[config.mk]
export PLATFORM = sky130hd
export DESIGN_NAME = sgb_front
export DESIGN_NICKNAME = d
export VERILOG_FILES = /design/src/rtl/sgb_pkg.sv /design/src/rtl/sgb_front.sv
export SDC_FILE = /design/constraint.sdc
export NUM_CORES = 1
export LEC_CHECK = 0
export ABC_AREA = 1
export BUFFER_PORTS_ARGS = -buffer_cell sky130_fd_sc_hd__buf_2
export CAP_MARGIN = 20
export CORE_MARGIN = 8
export CORE_UTILIZATION = 25
export CTS_CLUSTER_SIZE = 28
export DETAILED_ROUTE_END_ITERATION = 10
export PLACE_DENSITY = 0.44
export SYNTH_ARGS = -nofsm -noshare
export SYNTH_HDL_FRONTEND = slang
export SYNTH_SLANG_ARGS = --single-unit
[constraint.sdc]
create_clock -name i_clk -period 36.5 [get_ports i_clk]
set_clock_uncertainty 0.05 [all_clocks]
set_input_delay 7.3 -clock i_clk [delete_from_list [all_inputs] [get_ports i_clk]]
set_output_delay 7.3 -clock i_clk [all_outputs]
set_load 0.05 [all_outputs]
[src/rtl/sgb_pkg.sv]
`timescale 1ns / 1ps
`default_nettype none
package sgb_pkg;

    localparam int PIX_W  = 24;
    localparam int WIN_MAX = 9;
    localparam int COL_W  = 12;
    localparam int TAP_W  = 17;
    localparam int ACC_W  = 32;

    // configuration register indexes
    localparam logic [2:0] CFG_IMAGE_WIDTH = 3'd0;
    localparam logic [2:0] CFG_BLUR_RADIUS = 3'd1;
    localparam logic [2:0] CFG_TAP_0       = 3'd2;
    localparam logic [2:0] CFG_TAP_1       = 3'd3;
    localparam logic [2:0] CFG_TAP_2       = 3'd4;
    localparam logic [2:0] CFG_TAP_3       = 3'd5;
    localparam logic [2:0] CFG_TAP_4       = 3'd6;

    typedef logic [PIX_W-1:0] t_pix;
    typedef logic [4:0][TAP_W-1:0] t_taps;

    // one queued job: everything the back end needs from the front
    typedef struct packed {
        logic                     drain;
        logic                     last;
        logic [2:0]               radius;
        logic [COL_W-1:0]         col;
        logic [3:0]               rows_seen;
        logic [2:0]               base;
        logic [WIN_MAX-1:0][PIX_W-1:0] win;
    } t_job;

    typedef enum logic [3:0] {
        B_IDLE,
        B_COL,
        B_HACC,
        B_HFIN,
        B_HRD,
        B_HWAIT,
        B_VH,
        B_VRD,
        B_VACC,
        B_OUT,
        B_WR
    } t_bstate;

endpackage
`default_nettype wire

[src/rtl/sgb_front.sv]
`timescale 1ns / 1ps
`default_nettype none
module sgb_front #(
    parameter int MAX_WIDTH  = 1024,
    parameter int MAX_RADIUS = 4
) (
    input  wire                  i_clk,
    input  wire                  i_rst_n,
    input  wire                  i_in_valid,
    output logic                 o_in_stall,
    input  wire                  i_action,
    input  wire                  i_start_of_frame,
    input  wire  [7:0]           i_red_in,
    input  wire  [7:0]           i_green_in,
    input  wire  [7:0]           i_blue_in,
    input  wire  [10:0]          i_image_width,
    input  wire  [2:0]           i_blur_radius,
    output logic                 o_job_valid,
    output sgb_pkg::t_job        o_job,
    input  wire                  i_job_pop
);
    localparam int CW   = $clog2(MAX_WIDTH);
    localparam int RING = 2 * MAX_RADIUS;
    localparam logic [12:0] MW13 = 13'(MAX_WIDTH);
    localparam logic [2:0]  MR3  = 3'(MAX_RADIUS);
    localparam logic [2:0]  RL3  = 3'(RING - 1);

    logic [CW-1:0] r_col, n_col;
    logic [3:0]    r_rows, n_rows;
    logic [2:0]    r_base, n_base;
    logic [sgb_pkg::WIN_MAX-1:0][sgb_pkg::PIX_W-1:0] r_win, n_win;

    sgb_pkg::t_job r_q [2];
    logic          r_wp, r_rp;
    logic [1:0]    r_cnt;

    logic          push;
    logic [CW-1:0] col0, wm1, c;
    logic [3:0]    rows0;
    logic [2:0]    base0, rad;
    logic [12:0]   w13;
    logic          last;
    sgb_pkg::t_pix pix;
    sgb_pkg::t_job job;

    assign o_in_stall  = (r_cnt == 2'd2);
    assign push        = i_in_valid && !o_in_stall;
    assign o_job_valid = (r_cnt != 2'd0);
    assign o_job       = r_q[r_rp];

    always_comb begin
        pix   = {i_red_in, i_green_in, i_blue_in};
        col0  = i_start_of_frame ? '0 : r_col;
        rows0 = i_start_of_frame ? '0 : r_rows;
        base0 = i_start_of_frame ? '0 : r_base;
        w13   = {2'b00, i_image_width};
        if (w13 == 13'd0) begin
            w13 = 13'd1;
        end
        if (w13 > MW13) begin
            w13 = MW13;
        end
        wm1  = CW'(w13 - 13'd1);
        c    = (col0 < wm1) ? col0 : wm1;
        last = (c == wm1);
        rad  = (i_blur_radius > MR3) ? MR3 : i_blur_radius;

        n_win = r_win;
        if (!i_action) begin
            if (c == '0) begin
                for (int k = 0; k < sgb_pkg::WIN_MAX; k++) begin
                    n_win[k] = pix;
                end
            end else begin
                for (int k = sgb_pkg::WIN_MAX - 1; k > 0; k--) begin
                    n_win[k] = r_win[k-1];
                end
                n_win[0] = pix;
            end
        end

        if (last) begin
            n_col  = '0;
            n_rows = (rows0 == 4'd15) ? rows0 : rows0 + 4'd1;
            n_base = (base0 == RL3) ? 3'd0 : base0 + 3'd1;
        end else begin
            n_col  = c + CW'(1);
            n_rows = rows0;
            n_base = base0;
        end

        job.drain     = i_action;
        job.last      = last;
        job.radius    = rad;
        job.col       = sgb_pkg::COL_W'(c);
        job.rows_seen = rows0;
        job.base      = base0;
        job.win       = n_win;
    end

    always_ff @(posedge i_clk) begin
        if (!i_rst_n) begin
            r_col  <= '0;
            r_rows <= '0;
            r_base <= '0;
            r_win  <= '0;
            r_wp   <= 1'b0;
            r_rp   <= 1'b0;
            r_cnt  <= 2'd0;
        end else begin
            if (push) begin
                r_col  <= n_col;
                r_rows <= n_rows;
                r_base <= n_base;
                r_win  <= n_win;
                r_wp   <= ~r_wp;
            end
            if (i_job_pop && o_job_valid) begin
                r_rp <= ~r_rp;
            end
            r_cnt <= r_cnt + {1'b0, push} - {1'b0, i_job_pop && o_job_valid};
        end
    end

    always_ff @(posedge i_clk) begin
        if (push) begin
            r_q[r_wp] <= job;
        end
    end

    a_cnt_range: assert property (@(posedge i_clk) disable iff (!i_rst_n)
        r_cnt <= 2'd2) else $error("queue count out of range");
    a_ptr_match: assert property (@(posedge i_clk) disable iff (!i_rst_n)
        (r_cnt == 2'd0 || r_cnt == 2'd2) |-> (r_wp == r_rp))
        else $error("queue pointers disagree with count");
    a_base_range: assert property (@(posedge i_clk) disable iff (!i_rst_n)
        r_base <= RL3) else $error("ring slot out of range");

endmodule
`default_nettype wire

**After elaboration in Yosys (flattened, before gate mapping)**

Memory sizes are Yosys's and may differ from the RTL's. A register that Yosys moved wholly into a read port is not among the register bits.
Cells that the tools add are included.
Widths: inputs -> output; s select.

- Memories kept: 1
- Logic and storage cells: 55
- Output and inout bits: 242
- Register bits: 237
- Bits in writable memories: 476

Memories:

| name | depth | bits a word | rd ports | clocked after Yosys merged registers in | wr ports | line | text |
|---|---|---|---|---|---|---|---|
| r_q | 2 | 238 | 1 | 1 | 1 | sgb_front.sv:33 | `sgb_pkg::t_job r_q [2];` |

- Order comparisons: 3
- Reductions and logical operators: 6
- Bitwise operators: 2
- Add/subtract/negate cells: 6
- Multiplexer cells: 18
- Equal/unequal tests: 4

Operators by type and width:

| operator | number |
|---|---|
| $mux 216 | 2 |
| $mux 10 | 4 |
| $mux 3 | 4 |
| $mux 4 | 3 |
| $gt 11x11->1 const B | 1 |
| $logic_not 11->1 | 1 |
| $mux 11 | 1 |
| $add 10x1->10 const B | 1 |
| $eq 10x10->1 | 1 |
| $logic_not 10->1 | 1 |
| $lt 10x10->1 | 1 |
| $sub 10x1->10 const B | 1 |
| $add 4x1->4 const B | 1 |
| $eq 4x4->1 const B | 1 |
| $mux 1 | 4 |
| $add 3x1->3 const B | 1 |
| $eq 3x3->1 const B | 1 |
| $gt 3x3->1 const B | 1 |
| $add 2x1->2 | 1 |
| $eq 2x2->1 const B | 1 |
| $logic_and 1x1->1 | 2 |
| $not 1->1 | 2 |
| $reduce_bool 2->1 | 1 |
| $sub 2x1->2 | 1 |
| $logic_not 1->1 | 1 |

**Longest topological paths before layout**

- Word-level depth: 10
- Gate-level depth with buffers: 34
- Gate-level depth less buffers: 30

**Least setup slack after synthesis**

OpenSTA, ideal clock, no wires.

- Path type: in2reg
- From: input port i_in_valid
- To: memory r_q[0][0] (netlist bit) (enable)
- Arrival: 17.578 ns
- Cell stages on the path: 3
- Required time: 35.608 ns
- Slack: 18.030 ns
- Cell sequence: o21ai_1 clkbuf_1 nor2_1

- Word-level cells in the longest chain between the ends: 3

Ends and longest elaborated chain:

| element | line | text |
|---|---|---|
| start: declaration | sgb_front.sv:9 | `input wire i_in_valid,` |
| $logic_and 1x1->1 | sgb_front.sv:47 | `assign push = i_in_valid && !o_in_stall;` |
| $mux 1 | sgb_front.sv:126 | `if (push) begin` |
| $mux 1 (not written as such) | sgb_front.sv:127 | `r_q[r_wp] <= job;` |
| end: declaration | sgb_front.sv:33 |  |

No other way between the ends.

==> out/metrics.cfg <==
[timing]
drv_slew=0
tns_ns=0
rsz0062_at_grt=false
fin_crit_ns=12.95
setup_slack_ns=23.55
setup_viol=0
fin_crit_sh=0.3548
fin_hold_ws_ns=0.3780
worst_pin_slew_ns=1.082
clock.fmax_mhz=77.23
hold_viol=0
relSlewSlack=0.2785

[yosys]
yosys.cell_types.count=32
synth_top_area_share=0.4524
syn_inst=3028
postSynthAreaPerCell_sq_um=10.43
syn_area_sq_mm=0.03160
ys_warn_count=0
post-synth-top-area-cell=edfxtp_1
synthTopCellsByArea=edfxtp_1, dfxtp_1, mux2_2, nand2_1, or2_2
ys_seq_elements=714
ys_seq_area_frac=0.6032

[critical_path]
worst-setup-path-type=input pin to flop
worst_setup_path_start_kind=input pin
rr_worst_depth=21
crit_required_ns=36.95
crit_path_end_kind=flop
crit_top_cell=nand2_1
max_stage_delay_ns=0.82
critPathMaxFanout=115
worstSetupStartpoint=i_image_width[8]
r2r_start=r_col[5]$_SDFFE_PN0P_
reg2reg_to=r_q[1][161]$_DFFE_PP_
cp_data_arrival_time_ns=13.40
rrSetupSlack_ns=31.04
endpoint=r_q[1][161]$_DFFE_PP_
cp_slowest_cell=buf_4

[final_layout]
fillers=13150
nets=3295
area_growth_pct=18.18
drive_gt1_frac=0.2703

[die]
core_sq_mm=0.1256
fp.dieW_um=371.5
io_pins=286
core.rowCount=130
die-area_sq_mm=0.1380
initial_core_util=0.2516
die_y_um=371.5

[clock_network]
cts_root_buffer=clkbuf_16
clk_pin_slew_worst_paths_ns=0.05
cts_setup_buffers=0
hold_buffers=0
ctsLongestPathBuffers=3
clock-sinks=714
post_cts_resize_count=0
cts_made_buffers=85
clock_latency_ns=0.66
cts_tree=yes
h-tree-depth=3

[routing]
wl_per_cell_um=20.65
drt-total-wl_mm=102.4
avgViaCountPerCell=4.443
ant_nets=0
drtIter0Drc=1676
drc=0
via_count=22050
drt-pass1-iter-count=5

[flow_run]
cap_violations=0

[placed_design]
routabilityCongestion=0.7885
dp_hpwl_mm=67.47
place_ws_ns=22.88
portBuffers=283

[global_route]
grt_usage=0.1439
first_global_vias=21540
grt_pass1_wl_mm=148.1
grt_max_degree=258
overflow=0
antenna_found_initial=11

[hold_path]
hold_class=flop to flop

[power]
peakVddDrop_uv=62.13
cellLeakagePower_nw=15.00
powerDensity_mw_per_mm2=77.83

[run_status]
outcome=finished, final reports clean

## synth_stat cells
cell type,n
xor2_1,4
o21ai_0,232
nand2_1,602
mux2_2,238
nand3b_1,1
inv_1,263
conb_1,1
edfxtp_1,476
nand2_4,2
nor2_2,2
buf_2,13
a31oi_1,24
nand4_1,17
clkinv_1,1
o211ai_1,1
nor3_1,4
buf_1,13
ha_1,16
nand2_2,4
nand3_1,229
or2_2,195
o41ai_1,3
clkbuf_1,141
nor3b_1,1
a21oi_1,213
nand3_4,20
buf_6,11
nor2_1,50
o21ai_1,6
buf_4,6
nor3_2,1
dfxtp_1,238
## cells by family after synthesis
kind of cell             share of synthesized area
XOR/XNOR                                  0.001109
AND/OR/NAND/NOR                             0.1701
adder cells (fa/ha/maj)                   0.006336
AO/OA/AOI/OAI                              0.07726
multiplexers                               0.08482
flip-flops                                  0.6032
buffers and inverters                      0.05706
other                                    0.0001187
## report_power, final
group	switching [mW]	internal, mW
Combinational	0.711	0.236
Sequential	0.0676	1.04
Clock	0.352	0.498
## layout make-up
cell class / instances / area (sq um) / share of cell area
clock buffers: 118 / 2362 / 0.06326
repair buffers: 303 / 1630 / 0.04366
multi-input cells: 1867 / 10780 / 0.2888
well taps: 1650 / 2064 / 0.05529
flip-flops and latches: 714 / 19060 / 0.5105
diodes: 5 / 12.51 / 0.0003351
inverters: 264 / 1006 / 0.02694
clock inverters: 41 / 420.4 / 0.01126
## flip-flops by register name, indices dropped and copies added (netlist names), named ones only
signal	flops
r_q	476
r_win	216
r_col	10
r_rows	4
r_base	3
r_cnt	2
r_rp	1
r_wp	1
## stage by stage
step | power [mW] | utilization | area [sq um] | std cells
after floorplan | 1.825 | - | 31600 | 3029
after global placement | 2.098 | 0.2750 | 34530 | 4797
after detailed placement | 2.098 | 0.2751 | 34550 | 4798
after CTS | 2.963 | 0.2973 | 37330 | 4957
after global routing | 3.055 | 0.2973 | 37330 | 4959
final | 2.906 | 0.2974 | 37340 | 4962
## metal layers
layer,routed length [um],vias to the layer above,track usage
met5,13,-,0
met4,3733,2,0.05634
met3,6252,154,0.03391
met2,45020,514,0.2201
met1,47430,10600,0.1960
li1,-,10770,-
## how the worst min path moves through the flow
| stage | slack, ns | cells past startpoint | start | end |
|---|---|---|---|---|
| 2_1_floorplan | 0.38 | 1 | r_rp$_SDFFE_PN0P_ | flop |
| 4_1_cts | 0.37 | 1 | r_rp$_SDFFE_PN0P_ | flop |
| 5_1_grt | 0.40 | 1 | r_rp$_SDFFE_PN0P_ | flop |
| 6_report | 0.38 | 1 | r_rp$_SDFFE_PN0P_ | flop |
| 3_5_place_dp | 0.38 | 1 | r_rp$_SDFFE_PN0P_ | flop |
| 3_3_place_gp | 0.38 | 1 | r_rp$_SDFFE_PN0P_ | flop |
## critical path, delay by kind of cell
family	cells	cell delay, ns
compound gates	1	0.49
simple gates	20	2.71
fa+ha+maj	3	0.85
buf+inv	7	1.86
## cell usage in the layout (no fill, tap or decap), types with 5 or more instances in the layout
cell type / instances
diode_2: 5
nand2_1: 602
o21ai_1: 5
clkinv_1: 14
a21oi_1: 213
mux2_2: 238
nand4_1: 17
nor2_1: 48
clkbuf_16: 86
bufinv_16: 6
buf_2: 282
ha_1: 16
nand3_4: 20
clkinv_2: 10
buf_4: 15
clkbuf_1: 23
o21ai_0: 232
dfxtp_1: 237
a31oi_1: 24
nand3_1: 229
inv_1: 261
edfxtp_1: 476
or2_2: 195
clkbuf_8: 9
(Power assumes the default switching activity.)
